===== config.mk =====
export PLATFORM = sky130hd
export DESIGN_NAME = version_string_parser
export DESIGN_NICKNAME = d
export VERILOG_FILES = /design/src/hw/rtl/vsp_pkg.sv /design/src/hw/rtl/version_string_parser.sv /design/src/hw/rtl/vsp_byte_step.sv
export SDC_FILE = /design/constraint.sdc
export NUM_CORES = 1
export LEC_CHECK = 0
export CAP_MARGIN = 20
export CORE_ASPECT_RATIO = 1.25
export CORE_MARGIN = 2
export CORE_UTILIZATION = 64
export CTS_CLUSTER_SIZE = 16
export DETAILED_ROUTE_END_ITERATION = 10
export DONT_BUFFER_PORTS = 1
export PLACE_DENSITY = 0.81
export SYNTH_ARGS = -nofsm -noshare
export SYNTH_HDL_FRONTEND = slang
export SYNTH_SLANG_ARGS = --single-unit

===== constraint.sdc =====
create_clock -name i_clk -period 6.1 [get_ports i_clk]
set_input_delay 1.22 -clock i_clk [delete_from_list [all_inputs] [get_ports i_clk]]
set_output_delay 1.22 -clock i_clk [all_outputs]
set_load 0.01 [all_outputs]

===== src/hw/rtl/vsp_pkg.sv =====
// ============================================================================
// vsp_pkg - shared types and constants for the version string parser
// Transaction payloads, parse section codes, error codes and character
// constants.
// ============================================================================
package vsp_pkg;

    // Input transaction: one character of the string, final one flagged
    typedef struct packed {
        logic [7:0] char_byte;
        logic       last_byte;
    } t_in_item;

    // Result transaction: packed version word and status
    typedef struct packed {
        logic [35:0] packed_version;
        logic [2:0]  error_code;
    } t_out_item;

    // Parse sections
    localparam logic [1:0] SEC_MAJOR = 2'd0;
    localparam logic [1:0] SEC_MINOR = 2'd1;
    localparam logic [1:0] SEC_FIX   = 2'd2;
    localparam logic [1:0] SEC_PATCH = 2'd3;

    // Error codes
    localparam logic [2:0] ERR_OK         = 3'd0;
    localparam logic [2:0] ERR_OVER_LIMIT = 3'd1;
    localparam logic [2:0] ERR_MANY_DOTS  = 3'd2;
    localparam logic [2:0] ERR_MISSING    = 3'd3;
    localparam logic [2:0] ERR_BAD_PATCH  = 3'd4;
    localparam logic [2:0] ERR_NOT_LETTER = 3'd5;
    localparam logic [2:0] ERR_TOO_SHORT  = 3'd6;
    localparam logic [2:0] ERR_OVER_BYTE  = 3'd7;

    // Character constants
    localparam logic [7:0] CH_FIRST_PRINT = 8'h20;
    localparam logic [7:0] CH_LAST_PRINT  = 8'h7E;
    localparam logic [7:0] CH_ZERO        = 8'h30;
    localparam logic [7:0] CH_NINE        = 8'h39;
    localparam logic [7:0] CH_DOT         = 8'h2E;
    localparam logic [7:0] CH_LOWER_A     = 8'h61;
    localparam logic [7:0] CH_LOWER_Z     = 8'h7A;
    localparam logic [7:0] CASE_FOLD_BIT  = 8'h20;

    // Packing
    localparam int unsigned BYTE_MAX   = 255;
    localparam logic [3:0]  RELEASE_ID = 4'hF;

endpackage


===== src/hw/rtl/version_string_parser.sv =====
// ============================================================================
// version_string_parser - streaming version string decoder
// Parses major.minor.fix[letter] one character per cycle into a packed word.
// ============================================================================
// Usage:
//   Input channel (i_in_valid / o_in_ready / i_in_data) carries one character
//   per transaction; last_byte marks the end of the string. Only the final
//   character produces a result transaction on the output channel
//   (o_out_valid / i_out_ready / o_out_data): the packed version word with
//   error_code 0, or a zero word and the first error seen.
//   Latency: the result appears in the cycle after the final character is
//   accepted. Throughput: one character per cycle; each character passes
//   through one level of parse logic (a multiply-by-ten add and compare)
//   into the parse state and result register.
//   Stall: the result register holds while the receiver is stalled; input
//   is still taken whenever the result register is empty or is being
//   drained in the same cycle, so back-to-back strings keep full rate.
//   Reset clears the parse state and drops any pending result. After each
//   final character the parse state returns to its reset values for the
//   next string.
// ============================================================================
module version_string_parser #(
    parameter int unsigned COMPONENT_LIMIT = 256
) (
    input  logic                  i_clk,
    input  logic                  i_rst_n,
    input  logic                  i_in_valid,
    output logic                  o_in_ready,
    input  vsp_pkg::t_in_item     i_in_data,
    output logic                  o_out_valid,
    input  logic                  i_out_ready,
    output vsp_pkg::t_out_item    o_out_data
);
    import vsp_pkg::*;

    // Accumulators hold values up to the component limit
    localparam int unsigned ACC_W = $clog2(COMPONENT_LIMIT + 1);

    // Parse state
    logic [1:0]            r_section, n_section;
    logic [2:0][ACC_W-1:0] r_acc, n_acc;
    logic [4:0]            r_patch, n_patch;
    logic                  r_stopped, n_stopped;
    logic [2:0]            r_error, n_error;

    // Result register
    logic                  r_out_valid;
    t_out_item             r_out_data;

    t_out_item             step_result;
    logic                  in_accept;
    logic                  out_accept;

    // Accept while the result slot is free or draining this cycle
    assign o_in_ready  = !r_out_valid || i_out_ready;
    assign in_accept   = i_in_valid && o_in_ready;
    assign out_accept  = r_out_valid && i_out_ready;
    assign o_out_valid = r_out_valid;
    assign o_out_data  = r_out_data;

    vsp_byte_step #(
        .COMPONENT_LIMIT (COMPONENT_LIMIT),
        .ACC_W           (ACC_W)
    ) u_step (
        .i_char    (i_in_data.char_byte),
        .i_section (r_section),
        .i_acc     (r_acc),
        .i_patch   (r_patch),
        .i_stopped (r_stopped),
        .i_error   (r_error),
        .o_section (n_section),
        .o_acc     (n_acc),
        .o_patch   (n_patch),
        .o_stopped (n_stopped),
        .o_error   (n_error),
        .o_result  (step_result)
    );

    // Advance parse state per character; clear it after the final one
    always_ff @(posedge i_clk) begin
        if (!i_rst_n) begin
            r_section <= SEC_MAJOR;
            r_acc     <= '0;
            r_patch   <= '0;
            r_stopped <= 1'b0;
            r_error   <= ERR_OK;
        end else if (in_accept) begin
            if (i_in_data.last_byte) begin
                r_section <= SEC_MAJOR;
                r_acc     <= '0;
                r_patch   <= '0;
                r_stopped <= 1'b0;
                r_error   <= ERR_OK;
            end else begin
                r_section <= n_section;
                r_acc     <= n_acc;
                r_patch   <= n_patch;
                r_stopped <= n_stopped;
                r_error   <= n_error;
            end
        end
    end

    // Load the result on the final character; drop valid once taken
    always_ff @(posedge i_clk) begin
        if (!i_rst_n) begin
            r_out_valid <= 1'b0;
        end else if (in_accept && i_in_data.last_byte) begin
            r_out_valid <= 1'b1;
        end else if (out_accept) begin
            r_out_valid <= 1'b0;
        end
    end

    always_ff @(posedge i_clk) begin
        if (in_accept && i_in_data.last_byte) begin
            r_out_data <= step_result;
        end
    end

`ifndef NO_ASSERTIONS
    // A drained result with no new final character leaves the slot empty
    a_drain_empties: assert property (@(posedge i_clk) disable iff (!i_rst_n)
        (out_accept && !(in_accept && i_in_data.last_byte)) |=> !r_out_valid)
        else $error("result slot not emptied after drain");

    // An error result carries a zero word
    a_error_zero_word: assert property (@(posedge i_clk) disable iff (!i_rst_n)
        (r_out_valid && r_out_data.error_code != ERR_OK)
            |-> (r_out_data.packed_version == '0))
        else $error("error result with nonzero version word");

    // A good result carries the release nibble and a patch level of at most 26
    a_ok_format: assert property (@(posedge i_clk) disable iff (!i_rst_n)
        (r_out_valid && r_out_data.error_code == ERR_OK)
            |-> (r_out_data.packed_version[3:0] == RELEASE_ID
                 && r_out_data.packed_version[11:4] <= 8'd26))
        else $error("malformed good result");

    // The final character returns the parse state to reset values
    a_clear_after_last: assert property (@(posedge i_clk) disable iff (!i_rst_n)
        (in_accept && i_in_data.last_byte)
            |=> (r_section == SEC_MAJOR && r_error == ERR_OK && !r_stopped
                 && r_acc == '0 && r_patch == '0))
        else $error("parse state not cleared after final character");

    // The first error sticks until the end of the string
    a_error_sticks: assert property (@(posedge i_clk) disable iff (!i_rst_n)
        (r_error != ERR_OK && !(in_accept && i_in_data.last_byte))
            |=> (r_error == $past(r_error)))
        else $error("sticky error changed mid-string");
`endif

endmodule


===== src/hw/rtl/vsp_byte_step.sv =====
// ============================================================================
// vsp_byte_step - per-character parse logic
// Combinational next state for one character, plus the final checks and
// word packing used when the character ends the string.
// ============================================================================
module vsp_byte_step #(
    parameter int unsigned COMPONENT_LIMIT = 256,
    parameter int unsigned ACC_W           = 9
) (
    input  logic [7:0]            i_char,
    input  logic [1:0]            i_section,
    input  logic [2:0][ACC_W-1:0] i_acc,
    input  logic [4:0]            i_patch,
    input  logic                  i_stopped,
    input  logic [2:0]            i_error,
    output logic [1:0]            o_section,
    output logic [2:0][ACC_W-1:0] o_acc,
    output logic [4:0]            o_patch,
    output logic                  o_stopped,
    output logic [2:0]            o_error,
    output vsp_pkg::t_out_item    o_result
);
    import vsp_pkg::*;

    localparam int unsigned SUM_W = ACC_W + 4;

    logic [1:0]       acc_idx;
    logic [SUM_W-1:0] sum;
    logic [7:0]       folded;
    logic             is_digit;
    logic             is_letter;
    logic             over_byte;
    logic [2:0]       fin_error;

    // Section 3 keeps adding digits to the fix part
    assign acc_idx  = (i_section == SEC_PATCH) ? SEC_FIX : i_section;
    assign sum      = (SUM_W'(i_acc[acc_idx]) << 3) + (SUM_W'(i_acc[acc_idx]) << 1)
                    + SUM_W'(i_char - CH_ZERO);
    assign is_digit  = (i_char >= CH_ZERO) && (i_char <= CH_NINE);
    assign folded    = i_char | CASE_FOLD_BIT;
    assign is_letter = (folded >= CH_LOWER_A) && (folded <= CH_LOWER_Z);

    always_comb begin
        o_section = i_section;
        o_acc     = i_acc;
        o_patch   = i_patch;
        o_stopped = i_stopped;
        o_error   = i_error;
        if (i_error == ERR_OK && !i_stopped) begin
            if (i_char < CH_FIRST_PRINT || i_char > CH_LAST_PRINT) begin
                o_stopped = 1'b1;
            end else if (is_digit) begin
                if (sum > SUM_W'(COMPONENT_LIMIT)) begin
                    o_error = ERR_OVER_LIMIT;
                end else begin
                    o_acc[acc_idx] = sum[ACC_W-1:0];
                end
            end else if (i_char == CH_DOT) begin
                if (i_section < SEC_FIX) begin
                    o_section = i_section + 2'd1;
                end else begin
                    o_error = ERR_MANY_DOTS;
                end
            end else if (i_section < SEC_FIX) begin
                o_error = ERR_MISSING;
            end else if (i_section == SEC_PATCH) begin
                o_error = ERR_BAD_PATCH;
            end else begin
                o_section = SEC_PATCH;
                if (is_letter) begin
                    o_patch = 5'(folded - CH_LOWER_A + 8'd1);
                end else begin
                    o_error = ERR_NOT_LETTER;
                end
            end
        end
    end

    assign over_byte = (o_acc[SEC_MAJOR] > ACC_W'(BYTE_MAX))
                    || (o_acc[SEC_MINOR] > ACC_W'(BYTE_MAX))
                    || (o_acc[SEC_FIX]   > ACC_W'(BYTE_MAX));

    always_comb begin
        fin_error = o_error;
        if (o_error == ERR_OK) begin
            if (o_section < SEC_FIX) begin
                fin_error = ERR_TOO_SHORT;
            end else if (over_byte) begin
                fin_error = ERR_OVER_BYTE;
            end
        end
    end

    always_comb begin
        o_result.error_code     = fin_error;
        o_result.packed_version = '0;
        if (fin_error == ERR_OK) begin
            o_result.packed_version = {o_acc[SEC_MAJOR][7:0], o_acc[SEC_MINOR][7:0],
                                       o_acc[SEC_FIX][7:0], 3'b000, o_patch, RELEASE_ID};
        end
    end

endmodule

==> results of run 1 <==
[layout by cell type (no fill, tap or decap), drive strengths merged, types with 12 or more instances in the layout]
cell type   n
a21oi      24
a32oi      12
dfxtp      39
edfxtp     33
ha         18
inv        23
mux2i      30
nand2      40
nor2       39
nor2b      27
o21ai      20
[where the power goes]
| group | internal (mW) | total [mW] | switching [mW] |
|---|---|---|---|
| Combinational | 0.0349 | 0.103 | 0.0681 |
| Sequential | 0.514 | 0.523 | 0.00907 |
| Clock | 0.231 | 0.417 | 0.186 |
| Total | 0.779 | 1.04 | 0.263 |
[layer usage]
| metal | wire (µm) | GRT usage [%] |
|---|---|---|
| met2 | 5626 | 47.65 |
| met4 | 271 | 10.64 |
| met5 | 0 | 0 |
| met3 | 628 | 4.724 |
| met1 | 4981 | 38.62 |
[worst max-delay path: stages, from the launching register on]
cell,delay (ns)
dfxtp_1,0.92
mux2i_1,0.30
nor2_1,0.06
a21oi_1,0.43
xor2_1,0.14
ha_1,0.20
o21bai_1,0.15
ha_1,0.44
or2_1,0.34
a21oi_1,0.40
o2111ai_4,0.24
a2111oi_4,0.45
mux2_2,0.39
o211ai_2,0.07
buf_4,0.34
a21oi_1,0.12
[cell type report]
type	count	area, µm²
clock buffer	9	123.9
fill	545	2260
sequential	72	1772
tap	92	115.1
inverter	24	90.09
multi-input combinational	370	2840
clock inverter	7	96.34
timing repair buffer	8	60.06
[worst max-delay path by stage]
stage                                end    startpoint  depth (start not counted)  slack [ns]
after CTS                 o_out_data[25]  r_section[0]                         15        0.89
after detailed placement  o_out_data[19]  i_in_data[5]                         15        0.81
final                     o_out_data[19]  r_section[0]                         15        0.81
after global placement    o_out_data[10]  i_in_data[5]                         15        0.87
after floorplan           o_out_data[11]  i_in_data[5]                         15        1.23
after global routing      o_out_data[17]  r_section[0]                         16        0.58
[registers in the layout, summed over array words and instances, names as in the netlist]
signal       flops
o_out_valid      1
o_out_data      33
r_acc           27
r_section        2
r_stopped        1
r_patch          5
r_error          3
[per-stage QoR]
stage | area, µm² | std cells
6_report | 5097 | 582
2_1_floorplan | 4851 | 495
3_5_place_dp | 4877 | 566
4_1_cts | 5097 | 582
3_3_place_gp | 4877 | 566
5_1_grt | 5097 | 582
[logic make-up after synthesis]
| family | after synthesis | share of synthesized area, % |
|---|---|---|
| DFF | 72 | 36.58 |
| other | 1 | 0.07743 |
| and+or+nand+nor | 162 | 17.70 |
| buffers and inverters | 53 | 4.934 |
| muxes | 31 | 6.432 |
| adders and majority gates | 24 | 7.130 |
| AOI/OAI and AO/OA | 138 | 24.83 |
| xor gates and xnor gates | 12 | 2.325 |
==> impl_metrics.env, run 1 <==
export IMPL_outcome="completed"
export IMPL_grt_usage_pct=29.14
export IMPL_period_needed_ns=5.288
export IMPL_worst_pin_slew_ns=0.9192
export IMPL_timing_final_crit_share_pct=86.69
export IMPL_cp_arrival_ns=5.37
export IMPL_clk_latency_ns=0.35
export IMPL_grt_overflow=0
export IMPL_antenna_found_initial=0
export IMPL_critPathKind="reg2reg"
export IMPL_root_buffer="clkbuf_8"
export IMPL_globalplace_congestion=0.8718
export IMPL_drtPass1Iterations=6
export IMPL_die_h_um=101.3
export IMPL_max_vdd_ir_drop_mv=0.1521
export IMPL_ys_types=81
export IMPL_final_setup_tns_ns=0
export IMPL_hold_depth=2
export IMPL_grt_pass1_wl_mm=18.40
export IMPL_powerDensity_nw_per_um2=204.6
export IMPL_antennaDiodeCount=0
export IMPL_rows=35
export IMPL_initial_utilization_pct=65.83
export IMPL_yosysWarnings=0
export IMPL_ys_seq_area_share_pct=36.58
export IMPL_fmax_mhz=189.1
export IMPL_r2r_start="r_section[0]"
export IMPL_synthFlopType="dfxtp_1"
export IMPL_tritoncts="built"
export IMPL_worstHoldStart="r_acc[25]"
export IMPL_holdPathEnd="r_acc[25]"
export IMPL_wirelength_mm=11.51
export IMPL_reg2reg_depth=15
export IMPL_core_area_um2=7357
export IMPL_synth_avg_cell_area_um2=9.824
export IMPL_cts_num_sinks=72
export IMPL_io_pins=54
export IMPL_area_growth_pct=5.244
export IMPL_synth_area_top_cells="edfxtp_1 (20%), dfxtp_1 (16%), mux2i_1 (6.2%)"
export IMPL_startpoint_type="register"
export IMPL_synth_largest_area_cell="edfxtp_1"
export IMPL_cp_required_ns=6.19
export IMPL_max_cap_violations=0
export IMPL_vias_per_cell=6.548
export IMPL_dieWidth_um=81.81
export IMPL_cts_resized=0
export IMPL_dr_first_iter_drc_count=264
export IMPL_cp_max_fo=30
export IMPL_dieArea_um2=8284
export IMPL_final_antenna_net_count=0
export IMPL_layout_drive_gt1_share_pct=12.04
export IMPL_regToRegEndpoint="o_out_data[19]"
export IMPL_grt_start_max_net_pins=36
export IMPL_netlist_top_cells_count="nand2_1 (40), dfxtp_1 (39), nor2_1 (39), edfxtp_1 (33), mux2i_1 (30)"
export IMPL_vias=3811
export IMPL_cts_path_max_buffers=2
export IMPL_grt_pass1_vias=3569
export IMPL_grt_setup_unrepaired="no"
export IMPL_layout_nets=522
export IMPL_synth_async_reset_ratio_pct=0
export IMPL_yosysMostFrequentCell="nand2_1"
export IMPL_cts_clk_slew_worst_paths_ns=0.08
export IMPL_place_ws_ns=0.8104
export IMPL_hold_class="reg2reg"
export IMPL_finalMaxSlewViolations=0
export IMPL_r2r_setup_slack_ns=0.81
export IMPL_critPathCaptureType="register"
export IMPL_hold_slack_ns=0.4875
export IMPL_synth_top_area_share_pct=20.46
export IMPL_setup_slack_ns=0.8121
export IMPL_numCtsBuffers=9
export IMPL_post_dp_hpwl_mm=8.460
export IMPL_finalClockSkew_ns=0.009722
export IMPL_post_drt_wl_per_cell_um=19.77
export IMPL_cts_setup_buffers=0
export IMPL_ys_ff_latch=72
export IMPL_p_total_mw=1.043
export IMPL_htree_num_levels=3
export IMPL_finalSetupViolCount=0
export IMPL_final_util_pct=69.29
export IMPL_drc=0
export IMPL_port_buffers=0
export IMPL_syn_inst=493
export IMPL_synth_area_um2=4843
export IMPL_ctsHoldBuffers=0
export IMPL_synth_edf_count=33
export IMPL_hold_viol=0
export IMPL_p_leak_nw=1.787
export IMPL_slew_headroom_pct=38.64
No activity file was read; power rests on OpenSTA's default activity.
==> inputs of run 2 (changes only) <==
--- a/config.mk
+++ b/config.mk
@@ -8,11 +8,11 @@
 export CAP_MARGIN = 20
 export CORE_ASPECT_RATIO = 1.25
 export CORE_MARGIN = 2
-export CORE_UTILIZATION = 64
+export CORE_UTILIZATION = 50
 export CTS_CLUSTER_SIZE = 16
 export DETAILED_ROUTE_END_ITERATION = 10
 export DONT_BUFFER_PORTS = 1
-export PLACE_DENSITY = 0.81
+export PLACE_DENSITY = 0.66
 export SYNTH_ARGS = -nofsm -noshare
 export SYNTH_HDL_FRONTEND = slang
 export SYNTH_SLANG_ARGS = --single-unit
==> constraint.sdc (replaced) <==
create_clock -name i_clk -period 6.1 [get_ports i_clk]
set_input_delay 0 -clock i_clk [delete_from_list [all_inputs] [get_ports i_clk]]
set_output_delay 0 -clock i_clk [all_outputs]
set_load 0.01 [all_outputs]
==> run 2 against run 1 <==
  * Count of clock-buffer cells in the layout is 1 higher
  * Non-clock buffer count is 9 higher
  * Global-route usage is 4.6 points lower
  * First-iteration DRC count is 8.7% lower
  * Critical path depth is 1 higher
  * Die area is 27% higher
  * Critical endpoint is now o_out_data[21]
  * Largest power group unchanged
==> impl_metrics.env, run 2 (same netlist as run 1, synthesis figures left out) <==
export IMPL_globalplace_congestion=0.8838
export IMPL_area_growth_pct=8.912
export IMPL_critPathCaptureType="register"
export IMPL_p_leak_nw=1.848
export IMPL_critPathMaxStageDelay_ns=0.88
export IMPL_intPower_mw=0.8268
export IMPL_grt_setup_unrepaired="no"
export IMPL_startpoint="r_section[0]"
export IMPL_slew_headroom_pct=29.87
export IMPL_period_needed_ns=5.343
export IMPL_final_setup_tns_ns=0
export IMPL_finalSetupViolCount=0
export IMPL_cts_num_sinks=72
export IMPL_post_dp_hpwl_mm=8.732
export IMPL_die_h_um=114.0
export IMPL_root_buffer="clkbuf_16"
export IMPL_combPwrFrac_pct=10.3
export IMPL_postLayoutCellArea_um2=5275
export IMPL_power_switching_mw=0.2883
export IMPL_final_cell_mix="nand2_1 (40), nor2_1 (39), dfxtp_1 (39)"
export IMPL_cp_required_ns=6.16
export IMPL_hold_class="in2reg"
export IMPL_cp_max_fo=30
export IMPL_slowest_stage="dfxtp_1"
export IMPL_startpoint_type="register"
export IMPL_port_buffers=0
export IMPL_vias_per_cell=6.106
export IMPL_grt_pass1_wl_mm=20.11
export IMPL_post_drt_wl_per_cell_um=19.55
export IMPL_finalMaxSlewViolations=0
export IMPL_critPathKind="reg2reg"
export IMPL_dieArea_um2=10500
export IMPL_powerDensity_nw_per_um2=211.4
export IMPL_drc=0
export IMPL_finalClockSkew_ns=0.008121
export IMPL_layout_drive_gt1_share_pct=11.42
export IMPL_antenna_found_initial=0
export IMPL_max_vdd_ir_drop_mv=0.1301
export IMPL_layout_nets=531
export IMPL_grt_overflow=0
export IMPL_numCtsBuffers=9
export IMPL_hold_slack_ns=0.01073
export IMPL_final_util_pct=55.47
export IMPL_largest_reg_flops=33
export IMPL_clk_latency_ns=0.34
export IMPL_dieWidth_um=92.03
export IMPL_grt_start_max_net_pins=36
export IMPL_r2r_start="r_section[0]"
export IMPL_clkPwrFrac_pct=42.7
export IMPL_vias=3816
export IMPL_cts_clk_slew_worst_paths_ns=0.06
export IMPL_worstHoldStart="i_out_ready"
export IMPL_place_ws_ns=0.8684
export IMPL_grt_usage_pct=24.58
export IMPL_crit_chain="mux2i_1 -> o21ai_0 -> ha_1 -> inv_1 -> xnor2_1 -> inv_1 -> ha_1 -> a211oi_2 -> o21ai_2 -> a21oi_1 -> o2111ai_4 -> a2111oi_4 -> mux2_2 -> o211ai_2 -> buf_4 -> a21oi_1"
export IMPL_drtPass1Iterations=5
export IMPL_initial_utilization_pct=50.93
export IMPL_timing_final_crit_share_pct=87.59
export IMPL_mostFrequentLayoutCell="nand2_1"
export IMPL_cp_arrival_ns=5.41
export IMPL_setup_slack_ns=0.7570
export IMPL_io_pins=54
export IMPL_tritoncts="built"
export IMPL_fillers=827
export IMPL_rows=40
export IMPL_worst_pin_slew_ns=1.049
export IMPL_outcome="completed"
export IMPL_htree_num_levels=3
export IMPL_dr_first_iter_drc_count=241
export IMPL_placed_area_um2=4920
export IMPL_fmax_mhz=187.2
export IMPL_hold_viol=0
export IMPL_grt_pass1_vias=3816
export IMPL_wirelength_mm=12.22
export IMPL_antennaDiodeCount=0
export IMPL_core_area_um2=9509
export IMPL_cts_path_max_buffers=2
export IMPL_final_antenna_net_count=0
export IMPL_seqPwrFrac_pct=46.9
export IMPL_max_cap_violations=0
export IMPL_p_sw_share_pct=25.85
## run 2: timing repair
action,in CTS,in global routing
hold endpoints to repair,45,0
resized for setup,0,0
setup endpoints to repair,0,0
setup buffers,0,0
hold buffers,9,0
## run 2: metrics by stage
step | instances | total power [mW]
2_1_floorplan | 495 | 0.6200
3_3_place_gp | 600 | 0.6360
3_5_place_dp | 600 | 0.6380
4_1_cts | 625 | 1.122
5_1_grt | 625 | 1.152
6_report | 625 | 1.115
## run 2: worst paths after layout
path                     to  slack [ns]  depth (start not counted)
max          o_out_data[21]        0.76                         16
min             o_out_valid        0.01                          2
max reg2reg  o_out_data[21]        0.76                         16
min reg2reg        r_acc[4]        0.50                          2
## run 2: per-layer routing
metal	global-route usage [%]	vias to the layer above	wire, µm
li1	-	1827	-
met3	3.831	31	426
met2	41.62	115	5994
met5	0	-	0
met4	11.24	0	461
met1	30.91	1843	5336
## run 2: power by group through the flow
stage | logic (mW) | clock network [mW] | registers (mW)
4_1_cts | 0.115 | 0.484 | 0.524
5_1_grt | 0.126 | 0.502 | 0.525
6_report | 0.115 | 0.477 | 0.523
3_3_place_gp | 0.102 | 0 | 0.534
3_5_place_dp | 0.104 | 0 | 0.534
2_1_floorplan | 0.0875 | 0 | 0.533
## run 2: layout make-up
type                    count  area [µm²]  area share [%]
clock inverters             6       36.28          0.6879
flip-flops and latches     72        1772           33.59
clock buffers              10       229.0           4.341
repair buffers             17       150.1           2.846
inverters                  24       90.09           1.708
well taps                 126       157.7           2.989
multi-input cells         370        2840           53.84
## run 2: worst max-delay path: cells and delay by family, from the launching register on
| family | cells | cell delay (ns) |
|---|---|---|
| buffers and inverters | 3 | 0.47 |
| adders and majority gates | 2 | 0.69 |
| muxes | 2 | 0.72 |
| AOI/OAI and AO/OA | 8 | 2.01 |
| xor gates and xnor gates | 1 | 0.27 |
| DFF | 1 | 0.88 |
